==> src/hw/rtl/awm_pkg.sv <==
// shared types and constants for the anagram window matcher
package awm_pkg;

   localparam int LETTER_W = 5;

   typedef enum logic [1:0] {
      CMD_CLEAR   = 2'd0,
      CMD_PATTERN = 2'd1,
      CMD_TEXT    = 2'd2
   } cmd_type;

   typedef enum logic [1:0] {
      STATUS_OK       = 2'd0,
      STATUS_TOO_LONG = 2'd1,
      STATUS_LATE     = 2'd2
   } status_type;

   typedef struct packed {
      logic [1:0]          command;
      logic [LETTER_W-1:0] letter;
   } req_type;

   typedef struct packed {
      logic       found;
      logic       any_found;
      logic [1:0] status;
   } rsp_type;

   // per-letter balance lane control and match flags
   typedef struct packed {
      logic clear;
      logic pat;
      logic add;
      logic drop;
   } lane_ctl_type;

   typedef struct packed {
      logic inc;
      logic dec;
   } lane_flag_type;

endpackage

==> src/hw/rtl/awm_lane.sv <==
// one letter's balance counter with its match gain and loss flags
module awm_lane #(
   parameter int BAL_W = 8
) (
   input  logic                   clock,
   input  logic                   reset,
   input  awm_pkg::lane_ctl_type  ctl,
   output awm_pkg::lane_flag_type flag
);

   logic signed [BAL_W-1:0] bal_ff;
   logic signed [BAL_W-1:0] bal_in;
   logic signed [BAL_W-1:0] after_add;

   always_comb begin
      // text letter enters first, then the old letter leaves
      after_add = bal_ff - $signed(BAL_W'(ctl.add));
      bal_in    = after_add + $signed(BAL_W'(ctl.drop)) + $signed(BAL_W'(ctl.pat));
      flag.inc  = ctl.add & ~after_add[BAL_W-1];
      flag.dec  = ctl.drop & ~bal_in[BAL_W-1] & (bal_in != '0);
   end

   always_ff @(posedge clock) begin
      if (reset || ctl.clear) begin
         bal_ff <= '0;
      end else if (ctl.add || ctl.drop || ctl.pat) begin
         bal_ff <= bal_in;
      end
   end

endmodule

==> src/hw/rtl/awm_ring.sv <==
// ring of recent text letters with a prefetched read of the leaving letter
module awm_ring #(
   parameter int MAX_PATTERN = 64,
   parameter int PTR_W = (MAX_PATTERN > 1) ? $clog2(MAX_PATTERN) : 1,
   parameter int LEN_W = $clog2(MAX_PATTERN + 1)
) (
   input  logic                         clock,
   input  logic                         wr_en,
   input  logic [PTR_W-1:0]             wr_addr,
   input  logic [awm_pkg::LETTER_W-1:0] wr_letter,
   input  logic [PTR_W-1:0]             next_ptr,
   input  logic [LEN_W-1:0]             next_len,
   output logic [awm_pkg::LETTER_W-1:0] back_letter
);

   logic [awm_pkg::LETTER_W-1:0] mem [MAX_PATTERN];
   logic [awm_pkg::LETTER_W-1:0] back_letter_ff;
   logic [LEN_W:0]               wide_ptr;
   logic [LEN_W:0]               wide_back;
   logic [PTR_W-1:0]             rd_addr;

   // slot pattern-length positions behind the next write slot
   always_comb begin
      wide_ptr = (LEN_W + 1)'(next_ptr);
      if (wide_ptr >= (LEN_W + 1)'(next_len)) begin
         wide_back = wide_ptr - (LEN_W + 1)'(next_len);
      end else begin
         wide_back = wide_ptr + (LEN_W + 1)'(MAX_PATTERN) - (LEN_W + 1)'(next_len);
      end
      rd_addr = wide_back[PTR_W-1:0];
   end

   always_ff @(posedge clock) begin
      if (wr_en) begin
         mem[wr_addr] <= wr_letter;
      end
   end

   // write-first: a read of the slot being written this cycle returns the new letter
   always_ff @(posedge clock) begin
      if (wr_en && (wr_addr == rd_addr)) begin
         back_letter_ff <= wr_letter;
      end else begin
         back_letter_ff <= mem[rd_addr];
      end
   end

   assign back_letter = back_letter_ff;

endmodule

==> src/hw/rtl/anagram_window_matcher_unit.sv <==
// top level of the sliding window anagram matcher
//
// The req channel carries one item per command: clear, pattern letter or
// text letter. Each accepted item gives exactly one item on the rsp channel,
// in order: found, the sticky any_found and a status code.
// An accepted item is held in an input register and is processed from there
// into the result register, which raises rsp_valid; the result is taken from
// there when the receiver is not stalling.
// Throughput is one item per cycle while rsp_ready is high: balance updates,
// the match count and the leaving letter's read all fit between the registers,
// and that letter is read ahead from the ring the cycle before it is needed.
// When rsp_ready is low the result register holds its item; one more item
// can wait in the input register, after which req_ready drops.
// Synchronous reset empties both registers and returns every counter and
// balance to zero, the same as a clear command; the letter ring needs no
// clearing since a slot is read only after it was written since the clear.
// A clear command gives a result like any other item.
module anagram_window_matcher_unit #(
   parameter int MAX_PATTERN   = 64,
   parameter int ALPHABET_SIZE = 26
) (
   input  logic             clock,
   input  logic             reset,
   input  logic             req_valid,
   output logic             req_ready,
   input  awm_pkg::req_type req_data,
   output logic             rsp_valid,
   input  logic             rsp_ready,
   output awm_pkg::rsp_type rsp_data
);

   localparam int PTR_W = (MAX_PATTERN > 1) ? $clog2(MAX_PATTERN) : 1;
   localparam int LEN_W = $clog2(MAX_PATTERN + 1);
   localparam int BAL_W = $clog2(MAX_PATTERN + 1) + 1;

   logic             in_valid_ff;
   awm_pkg::req_type in_data_ff;
   logic             rsp_valid_ff;
   awm_pkg::rsp_type rsp_data_ff;
   awm_pkg::rsp_type rsp_data_in;

   logic [PTR_W-1:0] wp_ff;
   logic [PTR_W-1:0] wp_in;
   logic [LEN_W-1:0] plen_ff;
   logic [LEN_W-1:0] plen_in;
   logic [LEN_W-1:0] seen_ff;
   logic [LEN_W-1:0] seen_in;
   logic [LEN_W-1:0] matched_ff;
   logic [LEN_W-1:0] matched_in;
   logic             begun_ff;
   logic             begun_in;
   logic             sticky_ff;
   logic             sticky_in;

   logic                         advance;
   logic                         is_clear;
   logic                         is_pat;
   logic                         is_text;
   logic                         text_act;
   logic                         drop_en;
   logic                         pat_ok;
   logic                         any_inc;
   logic                         any_dec;
   logic [LEN_W-1:0]             after_inc;
   logic                         found;
   awm_pkg::status_type          status;
   logic [awm_pkg::LETTER_W-1:0] back_letter;

   awm_pkg::lane_ctl_type  lane_ctl  [ALPHABET_SIZE];
   awm_pkg::lane_flag_type lane_flag [ALPHABET_SIZE];

   assign advance   = in_valid_ff && (!rsp_valid_ff || rsp_ready);
   assign req_ready = !in_valid_ff || advance;
   assign rsp_valid = rsp_valid_ff;
   assign rsp_data  = rsp_data_ff;

   // command decode
   always_comb begin
      is_clear = 1'b0;
      is_pat   = 1'b0;
      is_text  = 1'b0;
      unique case (awm_pkg::cmd_type'(in_data_ff.command))
         awm_pkg::CMD_CLEAR: begin
            is_clear = advance;
         end
         awm_pkg::CMD_PATTERN: begin
            is_pat = advance;
         end
         awm_pkg::CMD_TEXT: begin
            is_text = advance;
         end
         default: begin
         end
      endcase
   end

   always_comb begin
      text_act = is_text && (plen_ff != '0);
      drop_en  = text_act && (seen_ff >= plen_ff);
      pat_ok   = is_pat && !begun_ff && (int'(plen_ff) < MAX_PATTERN)
                 && (int'(in_data_ff.letter) < ALPHABET_SIZE);
      priority if (is_pat && begun_ff) begin
         status = awm_pkg::STATUS_LATE;
      end else if (is_pat && (int'(plen_ff) >= MAX_PATTERN)) begin
         status = awm_pkg::STATUS_TOO_LONG;
      end else begin
         status = awm_pkg::STATUS_OK;
      end
   end

   always_comb begin
      for (int i = 0; i < ALPHABET_SIZE; i++) begin
         lane_ctl[i].clear = is_clear;
         lane_ctl[i].pat   = pat_ok && (int'(in_data_ff.letter) == i);
         lane_ctl[i].add   = text_act && (int'(in_data_ff.letter) == i);
         lane_ctl[i].drop  = drop_en && (int'(back_letter) == i);
      end
   end

   generate
      for (genvar g = 0; g < ALPHABET_SIZE; g++) begin : g_lane
         awm_lane #(
            .BAL_W (BAL_W)
         ) u_lane (
            .clock (clock),
            .reset (reset),
            .ctl   (lane_ctl[g]),
            .flag  (lane_flag[g])
         );
      end
   endgenerate

   always_comb begin
      any_inc = 1'b0;
      any_dec = 1'b0;
      for (int i = 0; i < ALPHABET_SIZE; i++) begin
         any_inc = any_inc | lane_flag[i].inc;
         any_dec = any_dec | lane_flag[i].dec;
      end
   end

   // next state of the window counters
   always_comb begin
      wp_in      = wp_ff;
      plen_in    = plen_ff;
      seen_in    = seen_ff;
      matched_in = matched_ff;
      begun_in   = begun_ff;
      sticky_in  = sticky_ff;
      found      = 1'b0;
      after_inc  = matched_ff + LEN_W'(any_inc);
      if (is_clear) begin
         wp_in      = '0;
         plen_in    = '0;
         seen_in    = '0;
         matched_in = '0;
         begun_in   = 1'b0;
         sticky_in  = 1'b0;
      end else if (pat_ok) begin
         plen_in = plen_ff + LEN_W'(1);
      end else if (is_text) begin
         begun_in = 1'b1;
         if (plen_ff == '0) begin
            found = 1'b1;
         end else begin
            matched_in = (any_dec && (after_inc != '0)) ? after_inc - LEN_W'(1) : after_inc;
            seen_in    = drop_en ? seen_ff : seen_ff + LEN_W'(1);
            wp_in      = (wp_ff == PTR_W'(MAX_PATTERN - 1)) ? '0 : wp_ff + PTR_W'(1);
            found      = (seen_in == plen_ff) && (matched_in == plen_ff);
         end
         if (found) begin
            sticky_in = 1'b1;
         end
      end
      rsp_data_in.found     = found;
      rsp_data_in.any_found = sticky_in;
      rsp_data_in.status    = status;
   end

   awm_ring #(
      .MAX_PATTERN (MAX_PATTERN),
      .PTR_W       (PTR_W),
      .LEN_W       (LEN_W)
   ) u_ring (
      .clock       (clock),
      .wr_en       (text_act),
      .wr_addr     (wp_ff),
      .wr_letter   (in_data_ff.letter),
      .next_ptr    (wp_in),
      .next_len    (plen_in),
      .back_letter (back_letter)
   );

   always_ff @(posedge clock) begin
      if (reset) begin
         wp_ff      <= '0;
         plen_ff    <= '0;
         seen_ff    <= '0;
         matched_ff <= '0;
         begun_ff   <= 1'b0;
         sticky_ff  <= 1'b0;
      end else begin
         wp_ff      <= wp_in;
         plen_ff    <= plen_in;
         seen_ff    <= seen_in;
         matched_ff <= matched_in;
         begun_ff   <= begun_in;
         sticky_ff  <= sticky_in;
      end
   end

   // input register and result register handshakes
   always_ff @(posedge clock) begin
      if (reset) begin
         in_valid_ff  <= 1'b0;
         rsp_valid_ff <= 1'b0;
      end else begin
         if (req_valid && req_ready) begin
            in_valid_ff <= 1'b1;
         end else if (advance) begin
            in_valid_ff <= 1'b0;
         end
         if (advance) begin
            rsp_valid_ff <= 1'b1;
         end else if (rsp_ready) begin
            rsp_valid_ff <= 1'b0;
         end
      end
   end

   always_ff @(posedge clock) begin
      if (req_valid && req_ready) begin
         in_data_ff <= req_data;
      end
      if (advance) begin
         rsp_data_ff <= rsp_data_in;
      end
   end

endmodule

==> config.mk <==
export PLATFORM = sky130hd
export DESIGN_NAME = anagram_window_matcher_unit
export DESIGN_NICKNAME = d
export VERILOG_FILES = /design/src/hw/rtl/awm_pkg.sv /design/src/hw/rtl/awm_lane.sv /design/src/hw/rtl/awm_ring.sv /design/src/hw/rtl/anagram_window_matcher_unit.sv
export SDC_FILE = /design/constraint.sdc
export NUM_CORES = 1
export LEC_CHECK = 0
export ABC_AREA = 1
export BUFFER_PORTS_ARGS = -buffer_cell sky130_fd_sc_hd__buf_2
export CORE_MARGIN = 10
export CORE_UTILIZATION = 50
export DETAILED_ROUTE_END_ITERATION = 16
export PLACE_DENSITY = 0.72
export SLEW_MARGIN = 25
export SYNTH_ARGS = -nofsm -noshare
export SYNTH_HDL_FRONTEND = slang
export SYNTH_SLANG_ARGS = --single-unit
==> constraint.sdc <==
create_clock -name clock -period 10.7 [get_ports clock]
set_input_delay 0 -clock clock [delete_from_list [all_inputs] [get_ports clock]]
set_output_delay 0 -clock clock [all_outputs]
set_load 0.05 [all_outputs]
# Word level (Yosys, flattened, before mapping)
# Memories as Yosys holds them, arrays and structs flattened. A register that Yosys moved wholly into a read port is not among the register bits.
# Cells that the tools add are included.
# Widths: inputs -> output; s select.
# classes
addsub	86
magnitude_cmp	5
n_eq_ne	55
muxes	28
n_bitwise	183
reduce_logical	185
# op_table
op	count
$add 8x2->8	52
$reduce_bool 8->1	26
$sub 8x2->8	26
$eq 5x5->1 const B	32
$logic_and 1x1->1	89
$and 1x1->1	78
$eq 5x4->1 const B	12
$logic_or 1x1->1	55
$not 1->1	55
$or 1x1->1	50
$mux 6	6
$mux 7	4
$eq 5x3->1 const B	4
$mux 1	18
$add 7x1->7 const B	2
$eq 7x7->1	2
$reduce_bool 7->1	2
$add 6x1->6 const B	2
$sub 6x6->6	2
$eq 5x2->1 const B	2
$logic_not 5->1	2
$add 7x1->7	1
$ge 6x7->1	1
$ge 7x7->1	1
15 further kinds	18
# word_totals
register_bits	250
mem_bits_rw	320
word_cells	582
mem_count	1
# mem_list
memory	depth	word_bits	rd	rd_ports_with_merged_regs	write_ports	line	source
u_ring.mem	64	5	1	1	1	awm_ring.sv:16	logic [awm_pkg::LETTER_W-1:0] mem [MAX_PATTERN];

# Longest topological paths before layout
# Gate-level depths: netlist (run 1).
# logic_depth
ltp_word	49
depth_mapped	46
mapped_depth_nobuf	43

# By module
# A second synthesis (run 1) with hierarchy kept.
# hier_totals
hier_cells	5481
area_unflattened_um2	38655.8
# modules_own_cells
mod	n_inst	cells_each	area_per_inst_um2	seq_area_each_um2
awm_lane at g_lane[0].u_lane ...	19	140	812.0	160.2
awm_ring	1	1218	13759.4	9729.3
awm_lane at g_lane[17].u_lane ...	7	140	819.5	160.2
anagram_window_matcher_unit	1	623	3731.1	950.9

# Worst setup path after synthesis (run 1)
# No wires, ideal clock.
# synth_timing
path_kind	register to register
from	reg rsp_valid_ff, in the netlist rsp_valid
to	reg rsp_data_ff, in the netlist rsp_data[2], data pin
setup_ns	0.286
arrival_ns	5.346
slack_ns	5.067
stages_incl_launch_ff	40
period_less_slack_ns	5.633
path_cell_list	dfxtp_1 nand2_1 nand2_1 nor3_1 inv_1 nor2_1 inv_1 clkbuf_1 clkbuf_1 clkbuf_1 nor2_1 ha_1 nand3_1 nor4_1 xor2_1 nor3_1 a2111oi_0 nand4_1 (+4 left out) nand2_1 inv_1 nor2_1 nor2_1 nand2_1 nor2_1 nand2_1 nand3_1 nand2_1 nand2_1 nand2_1 inv_1 nand2_1 nor2_1 nand2_1 nand2_1 nand2_1 a21oi_1
# synth_via
elab_chain_cells	49
# synth_lines
item	line	source
start: declaration	anagram_window_matcher_unit.sv:38	logic rsp_valid_ff;
start signal: assignment	anagram_window_matcher_unit.sv:216	rsp_valid_ff <= 1'b0;
start signal: assignment	anagram_window_matcher_unit.sv:224	rsp_valid_ff <= 1'b1;
start signal: assignment	anagram_window_matcher_unit.sv:226	rsp_valid_ff <= 1'b0;
$logic_not 1->1 (*)	anagram_window_matcher_unit.sv:72	assign advance = in_valid_ff && (!rsp_valid_ff || rsp_ready);
$logic_or 1x1->1 (*)	anagram_window_matcher_unit.sv:72	
$logic_and 1x1->1 (*)	anagram_window_matcher_unit.sv:72	
branches (longest 45 deep; another with $sub 8x2->8)	n/a	
$mux 1 (*)	anagram_window_matcher_unit.sv:152	if (is_clear) begin
net sticky_in	anagram_window_matcher_unit.sv:53	logic sticky_in;
end signal: assignment	anagram_window_matcher_unit.sv:236	rsp_data_ff <= rsp_data_in;
end: declaration	anagram_window_matcher_unit.sv:39	awm_pkg::rsp_type rsp_data_ff;
# Mark *: on every way through the listed nets, which the timed path passes. The select of a mux whose other input is x is not followed.
# A chain may end at the register's enable or synchronous reset.

==> results.md, run 1 <==
- Setup TNS: 0 ns
- Core Util, Final: 55.52%
- Slowest stage cell, crit path: dfxtp_4
- P_sw: 1.255 mW
- Die footprint: between 0.07 and 0.08 mm^2
- Final Hold Viols: 0
- DR pass1 iterations: 5
- Vias in the first global route: 24.84k
- Post-route total power: 5.048 mW
- Hold WC Path Type: input port to flop
- CP max stage delay: 0.69 ns
- Synthesized area per cell: 8.123 um^2
- Clk sink count: 576
- Finish-stage setup viols: 0
- Final non-filler cell total: 4848
- Startpoint types: flop
- Critical R2R Capture: rsp_data[2]$_DFFE_PN_
- Initial antenna violation count: 1
- Largest family of logic cells by synthesized area: simple AND/OR/NAND/NOR gates
- Slew HR: 36.39%
- Synth Area in Compound Gates: 7.952%
- Logic pwr share: 7.1%
- Switching portion of total power: between 20% and 30%
- Distinct cell type count of the synthesized netlist: 39
- Synth Flop Type: edfxtp_1
- Vias per inst: around 5.4
- CP Capture Point: rsp_data[2]$_DFFE_PN_
- Arr. time, crit path: ~7.3 ns
- H-tree Lvls: 3
- Post-synthesis mux area share: 0%
- Cell taking the most area after synthesis: edfxtp_1
- RSZ-0062 raised after global routing: false
- Buffers on Ports: 16
- CP Max Fanout: 58
- DR DRC count: 0
- Via count: 25.98k
- Req. time, crit path: 11.07 ns
- Gpl congestion: 0.9133
- R2r setup slk: 3.75 ns
- Mapped Cells: slightly below 4k
- Clock power frac: between 40% and 50%
- Setup crit end kind: flop
- Instance count on the critical path: 38
- Largest net degree at the start of global routing: between 100 and 150
- Worst slew pin tran: 0.9541 ns
- Seq pwr share: 46.7%
- CTS tree: yes
- Final HPWL DP: 50.48 mm
- Most frequent CP cell: nand2_1
- Post_cts resized: 0
- Critical path type: flop to flop
- Synth warn: 0
- Detailed Route WL: between 70 and 80 mm
- IO Pins: 17
- Synth top cells by count: 815 x nand2_1, 476 x nor2_1, 442 x nand3_1, 440 x inv_1, 331 x edfxtp_1
- Post-synthesis cell area: 0.03204 mm^2
- Sequential-to-total area share from yosys stat: between 40% and 50%
- Delay-heaviest family, CP: simple AND/OR/NAND/NOR gates
- Synth Area in Adders: 5.515%
- Die height: 273.1 um
- Ys async rst share: 0%
- First DRT Iteration DRCs: 2153
- R2R depth: 38
- Buf/Inv on CP: 4
- Most frequent cell after synthesis: nand2_1
- Pwr dens: between 100 and 150 mW/mm^2
- Area delta synth->final: 9.717%
- Synth Area in XOR/XNOR: under 10%
- Clk_skew: 0.05321 ns
- Grt ovf: 0
- Wire per inst: around 16 um
- Core area: 0.06331 mm^2
- Final net count: 4083
- Post-Place Cells: 4712
- CTS buffer count: 66
- Max clock buf depth: 3
- Hold WS: 0.07720 ns
- First-pass GRT wire length: 124.9 mm
- Post-Syn Nets: 4080
- Area contributors post-synth: edfxtp_1 31%, dfxtp_1 15%, nand2_1 9.5%
- Max Cap Viol: 0
- Status: finished clean
- Slew Limit Fails: 0
- P_int: 3.793 mW
- Final ANT Viol Nets: 0
- Post-route minimum period: 6.947 ns
- Clock Latency Late Sink: 0.63 ns
- #FFs+latches synth: 576
- Core Rows: 92
- Gr usage total: between 20 and 25%
- Initial Util: 50.60%
- Die X: around 270 um
- Fin crit share: between 60% and 70%
- Leakage: 14.53 nW
- CTS Root Cell: clkbuf_16
- Clock transition at path regs: 0.06 ns
- FMAX: 0.1439 GHz
- Post-synthesis simple-gate area fraction: 25.42%
- Post-synth EDFFs: 331
- Worst VDD drop: 0.1119 mV
- Post-synth top area share: 31.03%
- Share of cells above drive strength 1: under 10%
[flip-flops by register name, indices dropped and copies added, names as in the netlist, named ones only]
signal / cells
seen_ff: 7
wp_ff: 6
in_data_ff: 7
rsp_valid: 1
matched_ff: 7
begun_ff: 1
sticky_ff: 1
u_ring.mem: 320
in_valid_ff: 1
rsp_data: 4
plen_ff: 7
g_lane.u_lane.bal_ff: 208
[per-stage QoR]
| step | setup WS (ns) | area (um^2) |
|---|---|---|
| 6_report | 3.753 | 35150 |
| 2_1_floorplan | 5.067 | 32040 |
| 3_5_place_dp | 3.831 | 32770 |
| 5_1_grt | 3.131 | 35150 |
| 4_1_cts | 3.843 | 35140 |
| 3_3_place_gp | 3.928 | 32770 |
[power groups by stage]
stage | clock [mW] | combinational [mW] | sequential (mW)
floorplan | 0 | 0.241 | 2.41
global placement | 0 | 0.344 | 2.41
detailed placement | 0 | 0.349 | 2.41
CTS | 2.37 | 0.354 | 2.36
global route | 2.47 | 0.394 | 2.36
finish | 2.33 | 0.358 | 2.36
[what timing repair did]
item / 4_1_cts / 5_1_grt
endpoints found under the setup margin: 0 / 0
endpoints found under the hold margin: 30 / 0
buffers inserted: 0 / 0
hold buffers: 13 / 0
[cell type report]
cell class | instances | area [um^2]
fillers | 5758 | 28160
multi-input cells | 2798 | 14910
flip-flops and latches | 576 | 14850
clock buffers | 82 | 1752
inverters | 456 | 1720
well taps | 846 | 1059
clock inverters | 40 | 496.7
repair buffers | 49 | 360.3
diodes | 1 | 2.502
[kinds of logic (layout without fill, tap and decap cells)]
| group | Yosys count | in the layout |
|---|---|---|
| AND/OR/NAND/NOR | 1909 | 1909 |
| flip-flops | 576 | 576 |
| buffers and inverters | 570 | 627 |
| AO/OA/AOI/OAI | 485 | 485 |
| XOR/XNOR | 279 | 279 |
| adder cells (fa/ha/maj) | 125 | 125 |
| other | 0 | 1 |
[worst min path at each step]
stage | start | end | slack [ns] | cells after the start
after global placement | req_data[3] | in_data_ff[3]$_DFFE_PP_ | 0.18 | 1
after global routing | req_data[0] | in_data_ff[0]$_DFFE_PP_ | 0.07 | 2
after floorplan | reset | wp_ff[3]$_SDFF_PP0_ | 0.08 | 1
after CTS | req_data[0] | in_data_ff[0]$_DFFE_PP_ | 0.05 | 2
after detailed placement | req_data[2] | in_data_ff[2]$_DFFE_PP_ | 0.18 | 1
final | req_data[0] | in_data_ff[0]$_DFFE_PP_ | 0.08 | 2
[layout by cell type, fill, tap and decap left out, types with 5 or more instances in the layout]
cell type	count
inv_6	5
ha_1	98
nor2_1	475
clkbuf_1	12
a211oi_1	26
o21ai_0	211
clkinv_1	19
a31oi_1	11
inv_1	438
inv_2	10
fa_1	27
nand3b_1	22
nand3_1	442
nor2_2	7
or2_2	13
bufinv_16	7
dfxtp_1	243
edfxtp_1	331
xnor2_1	61
o21bai_1	5
nand2_1	813
nor3_1	66
clkbuf_16	66
nand2_2	11
dlygate4sd3_1	13
nand4_1	47
a21oi_1	223
clkinv_2	7
buf_4	20
nor2_4	5
buf_2	16
xor2_1	218
[per-layer routing]
layer  GRT usage, %  share of wire, %  wire length [um]  up-vias
li1               -                 -                 -    13020
met1          25.96                43             33350    12110
met2          34.39                47             36330      714
met3          3.100               6.1              4675      148
met4          7.488               3.1              2401        0
met5              0                 0                 0        -
Power figures use the tool's default switching activity.
==> inputs of run 2 (changes only) <==
--- a/config.mk
+++ b/config.mk
@@ -5,7 +5,7 @@
 export SDC_FILE = /design/constraint.sdc
 export NUM_CORES = 1
 export LEC_CHECK = 0
-export ABC_AREA = 1
+export ABC_AREA = 0
 export BUFFER_PORTS_ARGS = -buffer_cell sky130_fd_sc_hd__buf_2
 export CORE_MARGIN = 10
 export CORE_UTILIZATION = 50
==> constraint.sdc (replaced) <==
create_clock -name clock -period 6.9 [get_ports clock]
set_input_delay 0 -clock clock [delete_from_list [all_inputs] [get_ports clock]]
set_output_delay 0 -clock clock [all_outputs]
set_load 0.05 [all_outputs]
==> run 2 against run 1 <==
- clock-buffer cell count decreased by 4
- total power rose by 57%
- clock power rose by 62%
- maximum frequency increased by 0.19%
- core utilization rose by 3.6 points
- sequential power is 54% higher
- design area grew 15%
- the flow now finishes with violations (setup timing)
- worst setup slack got worse by 3.8 ns
- critical endpoint unchanged
- critical path type unchanged
==> results.md, run 2 <==
- H-tree Lvls: 3
- Initial Util: 50.32%
- CTS buffer count: 67
- Clk sink count: 576
- Max reg flops: 320
- Post-synthesis simple-gate area fraction: about a fifth
- Post-synthesis cell area: 0.03439 mm^2
- Buffers on Ports: 16
- Final Hold Viols: 0
- Post-Place Cells: 4448
- Arr. time, crit path: between 7 and 8 ns
- CTS Root Cell: clkbuf_16
- Worst slew pin tran: a little over 1 ns
- Final HPWL DP: a little under 60 mm
- RSZ-0062 raised after global routing: true
- Worst hold start: req_data[2]
- Most frequent CP cell: buf_4
- Slew HR: about 33%
- Commonest non-fill, non-tap cell in the layout: nor2_1
- Sequential-to-total area share from yosys stat: 43.16%
- DR pass1 iterations: 7
- Req. time, crit path: 7.40 ns
- Die height: 282.3 um
- Clock transition at path regs: 0.06 ns
- Final non-filler cell total: about 4.6k
- Critical R2R Capture: rsp_data[2]$_DFFE_PN_
- Synth Area in Compound Gates: 9.444%
- Mapped Cells: roughly 3.5k
- Cell taking the most area after synthesis: edfxtp_1
- Post-route minimum period: between 6 and 7 ns
- Worst VDD drop: 0.2472 mV
- Status: complete, but fails checks
- CP max stage delay: 0.60 ns
- Largest net degree at the start of global routing: 131
- Final ANT Viol Nets: 0
- IO Pins: 17
- Grt ovf: 0
- Buf/Inv on CP: 5
- Vias in the first global route: about 25k
- Gr usage total: a little over a fifth
- Via count: 26.80k
- Area delta synth->final: 17.56%
- Area contributors post-synth: edfxtp_1 29%, dfxtp_1 14%, nor2_1 5.4%
- #FFs+latches synth: 576
- Finish-stage setup viols: 1
- Synth Flop Type: edfxtp_1
- Most frequent cell after synthesis: nor2_1
- Startpoint types: flop
- PnR worst setup slack: -0.03365 ns
- Core Rows: 96
- Wire per inst: 19.09 um
- Detailed Route WL: about 88 mm
- Largest family of logic cells by synthesized area: simple AND/OR/NAND/NOR gates
- Pwr dens: 195.7 mW/mm^2
- Slew Limit Fails: 0
- Die footprint: 0.07967 mm^2
- Synth top cells by count: 491 x nor2_1, 331 x edfxtp_1, 245 x dfxtp_1, 231 x nand2_1, 191 x xor2_1
- Vias per inst: 5.789
- Biggest regs: u_ring.mem: 320 flops, g_lane.u_lane.bal_ff: 208 flops
- CTS tree: yes
- Die X: 282.3 um
- Critical path type: flop to flop
- Share of cells above drive strength 1: 17.80%
- Ys async rst share: 0%
- Initial antenna violation count: 0
- FMAX: 0.1442 GHz
- Failing checks: setup timing
- Instance count on the critical path: 27
- Hold WS: ~0.075 ns
- Distinct cell type count of the synthesized netlist: 91
- Post-synth top area share: roughly 29%
- Synth Area in Adders: 5.166%
- Synth Area in XOR/XNOR: approximately 9.9%
- Hold WC Path Type: input port to flop
- CP Max Fanout: 8
- Max clock buf depth: 3
- Most flop-heavy register: u_ring.mem
- Post-synthesis mux area share: 8.160%
- Delay-heaviest family, CP: compound AO/OA/AOI/OAI gates
- Clk_skew: 0.04508 ns
- R2r setup slk: -0.03 ns
- Post-Syn Nets: 3650
- Slowest stage cell, crit path: or4_4
- Clock Latency Late Sink: approximately 0.64 ns
- Final net count: 3829
- Max Cap Viol: 0
- Gpl congestion: 0.9233
- CP Capture Point: rsp_data[2]$_DFFE_PN_
- Fin crit share: 100.5%
- Commonest cells after routing, fill and taps aside: 473 x nor2_1, 331 x edfxtp_1, 253 x buf_4
- Synthesized area per cell: 9.787 um^2
- R2R depth: 27
- Core area: 0.06835 mm^2
- Leakage: 14.70 nW
- Post-synth EDFFs: 331
- Core Util, Final: 59.16%
- Number of antenna diodes: 0
- DR DRC count: 0
- Synth warn: 0
- # fillers: about 5.5k
- First DRT Iteration DRCs: approximately 2.4k
- Setup crit end kind: flop
- First-pass GRT wire length: 136.5 mm
-- run 2: stage by stage --
| stage | instance area [um^2] | setup WS (ns) | setup TNS [ns] | power [mW] |
|---|---|---|---|---|
| floorplan | 34400 | 0.001989 | 0 | 3.940 |
| CTS | 39230 | 0.005314 | 0 | 7.881 |
| global placement | 36680 | -0.1530 | -0.2743 | 4.109 |
| global route | 40430 | -0.2702 | -0.6142 | 8.117 |
| finish | 40430 | -0.03365 | -0.03365 | 7.912 |
| detailed placement | 36680 | -0.1817 | -0.3572 | 4.116 |
-- run 2: worst min path at each step --
stage                         endpoint  slack, ns  cells after the start
2_1_floorplan      wp_ff[3]$_SDFF_PP0_       0.08                      1
3_3_place_gp   in_data_ff[6]$_DFFE_PP_       0.18                      1
3_5_place_dp   in_data_ff[5]$_DFFE_PP_       0.18                      1
4_1_cts        in_data_ff[3]$_DFFE_PP_       0.06                      2
5_1_grt        in_data_ff[0]$_DFFE_PP_       0.09                      2
6_report       in_data_ff[2]$_DFFE_PP_       0.08                      2
-- run 2: kinds of logic (layout without fill, tap and decap cells) --
group,Yosys count,in the layout
AO/OA/AOI/OAI,478,478
XOR/XNOR,384,384
adder cells (fa/ha/maj),126,126
buffers and inverters,374,607
flip-flops,576,576
multiplexers,200,200
AND/OR/NAND/NOR,1376,1376
-- run 2: where the power goes --
part	total (mW)	internal [mW]	switching, mW
sequential	3.64	3.63	0.00937
clock	3.78	2.24	1.54
combinational	0.486	0.193	0.293
-- run 2: layout make-up --
type | instances | area [um^2] | area share [%]
clock buffer | 78 | 1758 | 4.348
multi-input combinational | 2564 | 18880 | 46.70
inverter | 177 | 669.4 | 1.656
timing repair buffer | 307 | 2559 | 6.329
sequential | 576 | 14850 | 36.74
tap | 882 | 1104 | 2.730
clock inverter | 45 | 604.3 | 1.495
-- run 2: repair_timing --
action | CTS | global route
pin swaps | 1 | 55
hold buffers | 12 | 0
gates resized for setup | 16 | 175
buffers inserted | 0 | 42
endpoints found under the hold margin | 25 | 0
setup endpoints to repair | 3 | 8
gates cloned | 0 | 3
-- run 2: layer usage --
| layer | global-route usage (%) | up-vias | part of all wire [%] |
|---|---|---|---|
| met4 | 7.433 | 0 | 3.1 |
| met3 | 3.612 | 176 | 6.7 |
| li1 | - | 12790 | - |
| met5 | 0 | - | 0 |
| met2 | 34.66 | 904 | 47 |
| met1 | 28.64 | 12920 | 43 |
